**src/hw/rtl/trapezoidal_motion_profile_macros.svh**
```systemverilog
// assertion macros shared by the motion profile rtl
`ifndef TRAPEZOIDAL_MOTION_PROFILE_MACROS_SVH
`define TRAPEZOIDAL_MOTION_PROFILE_MACROS_SVH
`ifndef NO_ASSERTIONS
`define TMP_ASSERT(lbl, prop) \
  lbl: assert property (@(posedge clk_i) disable iff (!rst_ni) prop) \
    else $error("motion profile assertion failed");
`define TMP_ASSERT_NEVER(lbl, expr) \
  lbl: assert property (@(posedge clk_i) disable iff (!rst_ni) !(expr)) \
    else $error("motion profile forbidden condition seen");
`else
`define TMP_ASSERT(lbl, prop)
`define TMP_ASSERT_NEVER(lbl, expr)
`endif
`endif

```
**src/hw/rtl/tmp_pkg.sv**
```systemverilog
// ----------------------------------------------------------------------------
// tmp_pkg
// shared widths, codes and constants of the motion profile unit
// ----------------------------------------------------------------------------
package tmp_pkg;

  localparam int FRAC_BITS = 16;
  localparam int DATA_W    = 32;
  localparam int REG_W     = 31;
  localparam int PHASE_W   = 3;
  localparam int CFG_IDX_W = 1;
  localparam int DIV_W     = 64;
  localparam int DSR_W     = 33;

  localparam logic OP_PLAN   = 1'b0;
  localparam logic OP_SAMPLE = 1'b1;

  localparam logic [CFG_IDX_W-1:0] CFG_VMAX = 1'b0;
  localparam logic [CFG_IDX_W-1:0] CFG_AMAX = 1'b1;

  localparam logic [PHASE_W-1:0] PH_BEFORE   = 3'd0;
  localparam logic [PHASE_W-1:0] PH_ACCEL    = 3'd1;
  localparam logic [PHASE_W-1:0] PH_CRUISE   = 3'd2;
  localparam logic [PHASE_W-1:0] PH_DECEL    = 3'd3;
  localparam logic [PHASE_W-1:0] PH_FINISHED = 3'd4;

  localparam logic [REG_W-1:0] REG_ONE = REG_W'(1) << FRAC_BITS;

endpackage

```
**src/hw/rtl/tmp_divider.sv**
```systemverilog
// ----------------------------------------------------------------------------
// tmp_divider
// restoring unsigned divider, one quotient bit per cycle
// ----------------------------------------------------------------------------
`include "trapezoidal_motion_profile_macros.svh"
module tmp_divider (
  input  logic                        clk_i,
  input  logic                        rst_ni,
  input  logic                        start_i,
  input  logic [tmp_pkg::DIV_W-1:0]   dividend_i,
  input  logic [tmp_pkg::DSR_W-1:0]   divisor_i,
  output logic                        done_o,
  output logic [tmp_pkg::DIV_W-1:0]   quotient_o
);
  import tmp_pkg::*;

  localparam int CNT_W = $clog2(DIV_W);

  logic [DSR_W-1:0] rem_q, rem_d;
  logic [DIV_W-1:0] quo_q, quo_d;
  logic [DSR_W-1:0] dsr_q, dsr_d;
  logic [CNT_W-1:0] cnt_q, cnt_d;
  logic             busy_q, busy_d;
  logic             done_q, done_d;
  logic [DSR_W:0]   shifted;
  logic [DSR_W:0]   diff;
  logic             ge;

  always_comb begin
    shifted = {rem_q, quo_q[DIV_W-1]};
    ge      = shifted >= {1'b0, dsr_q};
    diff    = shifted - {1'b0, dsr_q};
    rem_d   = rem_q;
    quo_d   = quo_q;
    dsr_d   = dsr_q;
    cnt_d   = cnt_q;
    busy_d  = busy_q;
    done_d  = 1'b0;
    if (start_i) begin
      rem_d  = '0;
      quo_d  = dividend_i;
      dsr_d  = divisor_i;
      cnt_d  = CNT_W'(DIV_W - 1);
      busy_d = 1'b1;
    end else if (busy_q) begin
      rem_d = ge ? diff[DSR_W-1:0] : shifted[DSR_W-1:0];
      quo_d = {quo_q[DIV_W-2:0], ge};
      if (cnt_q == '0) begin
        busy_d = 1'b0;
        done_d = 1'b1;
      end else begin
        cnt_d = cnt_q - 1'b1;
      end
    end
  end

  always_ff @(posedge clk_i or negedge rst_ni) begin
    if (!rst_ni) begin
      busy_q <= 1'b0;
      done_q <= 1'b0;
      cnt_q  <= '0;
    end else begin
      busy_q <= busy_d;
      done_q <= done_d;
      cnt_q  <= cnt_d;
    end
  end

  always_ff @(posedge clk_i) begin
    rem_q <= rem_d;
    quo_q <= quo_d;
    dsr_q <= dsr_d;
  end

  assign done_o     = done_q;
  assign quotient_o = quo_q;

  `TMP_ASSERT(a_done_not_busy, done_q |-> !busy_q)
  `TMP_ASSERT_NEVER(a_no_restart, start_i && busy_q)
  `TMP_ASSERT(a_rem_below_divisor, busy_q |-> (rem_q < dsr_q))

endmodule

```
**config.mk**
```make
export PLATFORM = sky130hd
export DESIGN_NAME = tmp_divider
export DESIGN_NICKNAME = d
export VERILOG_FILES = /design/src/hw/rtl/tmp_pkg.sv /design/src/hw/rtl/tmp_divider.sv
export VERILOG_INCLUDE_DIRS = /design/src /design/src/hw/rtl
export SDC_FILE = /design/constraint.sdc
export NUM_CORES = 1
export LEC_CHECK = 0
export BUFFER_PORTS_ARGS = -buffer_cell sky130_fd_sc_hd__buf_2
export CORE_MARGIN = 4
export CORE_UTILIZATION = 55
export DETAILED_ROUTE_END_ITERATION = 6
export PLACE_DENSITY_LB_ADDON = 0.08
export RECOVER_POWER = 100
export SLEW_MARGIN = 10
export SYNTH_ARGS = -nofsm -noshare
export SYNTH_HDL_FRONTEND = slang
export SYNTH_SLANG_ARGS = --single-unit
```
**constraint.sdc**
```tcl
create_clock -name clk_i -period 3.1 [get_ports clk_i]
set_input_delay 0.31 -clock clk_i [delete_from_list [all_inputs] [get_ports clk_i]]
set_output_delay 0.31 -clock clk_i [all_outputs]
set_load 0.01 [all_outputs]
```
; Yosys cells after proc, flatten, opt, wreduce, memory -nomap -nowiden
; Cells that the tools add are included.
; W data, S select, Z words.
[totals]
input_bits = 100
elab_cells = 25
out_inout_bits = 65
regBits = 138
[op_classes]
n_eq_ne = 1
muxes = 12
n_lt_le_gt_ge = 1
addsub = 2
reduce_logical = 3
[ops]
columns = op, n
row1 = $mux W64, 2
row2 = $ge A34 B33 Y1, 1
row3 = $mux W33, 1
row4 = $sub A33 B33 Y33, 1
row5 = $mux W6, 3
row6 = $logic_not A6 Y1, 1
row7 = $mux W1, 6
row8 = $sub A6 B1 Y6 const B, 1
row9 = $ne A2 B2 Y1 const B, 1
row10 = $reduce_and A2 Y1, 1
row11 = $reduce_bool A2 Y1, 1

; Logic depth before layout (Yosys ltp)
[logic_depth]
word_depth = 4
ltp_mapped = 15
ltp_nobuf = 13

; Worst setup path after synthesis
; OpenSTA, ideal clock, no wires.
[synth_timing]
path_kind = register -> register
startpoint = reg quo_q[63] (netlist: quotient_o[63])
endpoint = reg rem_q[19]
stages_incl_launch_ff = 16
period_less_slack_ns = 2.779
required_ns = 2.968
t_arrival_ns = 2.647
setup_time_ns = 0.132
n_path_buf = 2
setup_slack_ns = 0.321
cell_sequence = edfxtp_1 -> inv_1 -> ha_1 -> inv_1 -> fa_1 -> a211oi_1 -> o211ai_1 -> a2bb2oi_2 -> o21ai_2 -> a31oi_2 -> o21a_4 -> buf_8 -> buf_8 -> nand3b_1 -> o21ai_1 -> nor3_1
[synth_via]
elab_chain_len = 2
elab_cells_between_ends = 3
classes_between = add/sub (1) / order compare (1) / mux (1)
[synth_lines]
columns = element, line
row1 = from (decl), tmp_divider.sv:20  ; logic [DIV_W-1:0] quo_q, quo_d;
row2 = from (signal assigned), tmp_divider.sv:71  ; quo_q <= quo_d;
row3 = $sub A33 B33 Y33 or $ge A34 B33 Y1 (tied branches), "tmp_divider.sv:32, tmp_divider.sv:31"
row4 = $mux W33 *, tmp_divider.sv:46  ; rem_d = ge ? diff[DSR_W-1:0] : shifted[DSR_W-1:0];
row5 = to (signal assigned), tmp_divider.sv:70  ; rem_q <= rem_d;
row6 = to (decl), tmp_divider.sv:19  ; logic [DSR_W-1:0] rem_q, rem_d;
; Every way passes the cells marked *; elsewhere a longest branch is shown, timed or not.
; A chain may end at the register's enable or synchronous reset.

; Worst setup path after layout
[layout_timing]
startpoint = reg quo_q[63] (netlist: quotient_o[63])
endpoint = reg rem_q[1]
; The elaborated chain is that of the path after synthesis.

==> key figures <==
Routing
  – DRT iter0 DRCs: 350
  – DRT Wirelength: approximately 17,000 microns
  – Vias/cell: roughly 5.5
  – DRC: 0
  – Final ANT Viol Nets: 0
  – WL/cell: between 15 and 20 microns
  – Routed vias: between 5,000 and 6,000
  – Drt pass-1 iters: 7

Worst setup path
  – R2R cell count: 14
  – Worst endpoint required time: between 3 and 4 ns
  – Worst Path Max Fanout: 7
  – CP endpoint kind: register
  – Setup CP Type: register to register
  – R2r setup slk: 0.12 ns
  – Top delay family on crit path: compound AO/OA/AOI/OAI gates
  – Critical Path AT: roughly 3.3 ns
  – Buf+Inv Stages, Crit Path: 4
  – Worst flop-to-flop path startpoint: quotient_o[63]
  – FF-to-FF End: rem_q[1]
  – Critical path, cell by cell: inv_1 -> ha_1 -> inv_1 -> fa_2 -> a211oi_2 -> o211ai_1 -> a2bb2oi_2 -> o21ai_2 -> a31oi_2 -> o21a_4 -> buf_12 -> buf_12 -> mux2i_2 -> a211oi_1
  – Slowest cell on the critical path: edfxtp_1
  – Worst Setup Start Kind: register
  – CP peak stage delay: between 0.4 and 0.5 ns

Clock tree
  – TritonCTS Buffers: 17
  – CTS tree: built
  – Clock sink total: approximately 140
  – Clock slew at reported path FFs: ~0.06 ns
  – Root Driver: clkbuf_16
  – Clk buf depth: 2
  – Htree depth: 4
  – Clock Latency Late Sink: between 0.4 and 0.5 ns

Place
  – Detailed placement HPWL: approximately 12,000 microns
  – Final GP Congestion: approximately 0.87
  – Setup WS pre-CTS: 0.04012 ns
  – IO Port Bufs: around 160
  – Post-DP Area: 0.008449 sq mm

Logic synthesis
  – Top cell type's share of synthesized area: between 30% and 40%
  – Synth cell types: a little under 60
  – Flops & latches, synth: ~140
  – Syn Area/Cell: 11.14 sq um
  – Post-synth EDFFs: 97
  – Post-Syn Area: 0.007475 sq mm
  – Dominant synthesized flop cell: edfxtp_1
  – Post-Synthesis Cells: ~670
  – Yosys Warn Count: 0
  – Sequential area share after synthesis: 50.49%
  – Async set-or-reset flop fraction in the synthesized netlist: under 10%
  – Net Count, Synth: between 800 and 900
  – Ranking of synthesized cells by area: edfxtp_1, mux2_2, dfxtp_1, ha_1, a21oi_1
  – Cell taking the most area after synthesis: edfxtp_1

Die
  – Starting Density: a little under three fifths
  – Rows: between 40 and 50
  – Die area: between 0.015 and 0.02 sq mm
  – CORE AREA: 0.01330 sq mm
  – Die height: ~120 microns
  – Die Span X: ~120 microns
  – Boundary pin count: ~170

Finish
  – Fin area: ~0.0092 sq mm
  – Syn-to-layout area delta: 22.68%
  – Most common cell after layout, fill and taps aside: buf_2
  – Most frequent cells in the layout: buf_2, edfxtp_1, clkbuf_1
  – Fraction of layout cells with a size suffix above 1: between 20% and 30%
  – # diodes: 0
  – Layout net count: approximately 980

Global routing
  – Gr ovfl total: 0
  – Antenna violations before repair: 1
  – Largest net degree at the start of global routing: a little under 90
  – Vias in the first global route: 5,726
  – Global-route wire length before repair: 27,380 microns
  – GRT Util Overall: a little over a fifth

Hold path
  – Worst Hold Class: primary input to register
  – WHS Endpoint: dsr_q[29]
  – Worst Hold Launch: divisor_i[29]
  – Min-Delay Path Depth: 1

Timing
  – Max-slew headroom: between 40 and 50%
  – Hold Fails Final Rpt: 0
  – Minimum hold slack: 0.05379 ns
  – Final Cycle Share: about 96%
  – Final min period: 2.981 ns
  – RSZ-0062 raised after global routing: true
  – Max Slew Vio Count: 0
  – Endpoints failing setup: 0
  – FMAX: about 340 MHz
  – Setup Skew: slightly below 0.009 ns
  – Final worst slack: between 0.1 and 0.15 ns
  – Worst-Margin Slew: a little under 0.9 ns

Power and ir drop
  – Leak: slightly below 0.004 uW
  – Peak VDD IR: between 400 and 500 uV
  – Pwr dens: slightly below 600 mW/mm^2

Outcome
  – Status: completed

Job
  – Max_cap viols: 0
==> routing by layer <==
| layer | share of wire, % | wire length [microns] | track usage (%) |
|---|---|---|---|
| met4 | 1.9 | 331 | 7.415 |
| met5 | 0.075 | 13 | 0 |
| met1 | 41 | 7195 | 26.07 |
| met3 | 8.1 | 1408 | 9.048 |
| met2 | 49 | 8456 | 35.31 |
==> repair_timing <==
action,in CTS,in global routing
hold buffers,1,0
resized for setup,0,9
setup endpoints to repair,0,32
endpoints found under the hold margin,8,0
buffers inserted,0,7
==> metrics by stage <==
stage / total power (uW) / util, % / TNS, ns / std cells
final: 5329 / 68.97 / 0 / 1032
after global routing: 5559 / 68.97 / -0.1848 / 1032
after CTS: 5318 / 68.32 / 0 / 1022
after detailed placement: 3155 / 63.55 / 0 / 989
after global placement: 3133 / 63.55 / 0 / 989
after floorplan: 2870 / - / 0 / 671
==> worst reg2reg max path, stage by stage, from the launching register on <==
cell and delay [ns]:
edfxtp_1 0.41, inv_1 0.08, ha_1 0.17, inv_1 0.06, fa_2 0.38, a211oi_2 0.22, o211ai_1 0.20, a2bb2oi_2 0.22
o21ai_2 0.12, a31oi_2 0.23, o21a_4 0.19, buf_12 0.12, buf_12 0.12, mux2i_2 0.23, a211oi_1 0.10
==> kinds of logic (layout without fill, tap and decap cells) <==
kind of cell / Yosys count / after routing / share of synthesized area (%)
XOR/XNOR: 36 / 36 / 4.218
flip-flops: 138 / 138 / 50.49
buffers and inverters: 74 / 259 / 4.553
multiplexers: 69 / 69 / 10.29
AND/OR/NAND/NOR: 157 / 157 / 9.994
AO/OA/AOI/OAI: 161 / 161 / 14.33
adder cells (fa/ha/maj): 36 / 36 / 6.127
==> worst max-delay path by stage <==
stage,startpoint,end,cells after the start
6_report,quotient_o[63],rem_q[1],14
5_1_grt,quotient_o[63],rem_q[1],14
4_1_cts,quotient_o[63],rem_q[1],13
3_5_place_dp,quotient_o[63],rem_q[16],13
3_3_place_gp,quotient_o[63],rem_q[23],13
2_1_floorplan,quotient_o[63],rem_q[19],15
==> cells in the mapped netlist (all sizes together) (4+ instances only) <==
library cell	n
a211o	4
a211oi	22
a21o	18
a21oi	55
a22oi	4
a31oi	6
and3	7
buf	9
clkbuf	20
dfrtp	8
dfxtp	33
edfxtp	97
ha	35
inv	45
mux2	63
mux2i	6
nand2	35
nand2b	11
nand3b	6
nor2	63
nor3	12
o21ai	32
or2	4
xnor2	22
xor2	14
==> state kept, by name, indices dropped and copies added, names as in the netlist <==
register and count:
quotient_o 64, dsr_q 33, rem_q 33, cnt_q 6, busy_q 1, done_o 1
==> layout make-up <==
cell class              instances  area, sq um
fillers                      1013         4125
clock inverters                14        195.2
clock buffers                  18        429.2
flip-flops and latches        138         3774
well taps                     176        220.2
multi-input cells             459         3392
repair buffers                182        991.0
inverters                      45        168.9
==> report_power, final <==
| group | leakage, uW | switching, uW | internal (uW) | total, uW |
|---|---|---|---|---|
| registers | 0.00135 | 89.9 | 2150 | 2240 |
| logic | 0.00231 | 497 | 435 | 932 |
| clock network | 0.000305 | 805 | 1350 | 2160 |
Note: power is estimated with default switching activity, not from simulation.
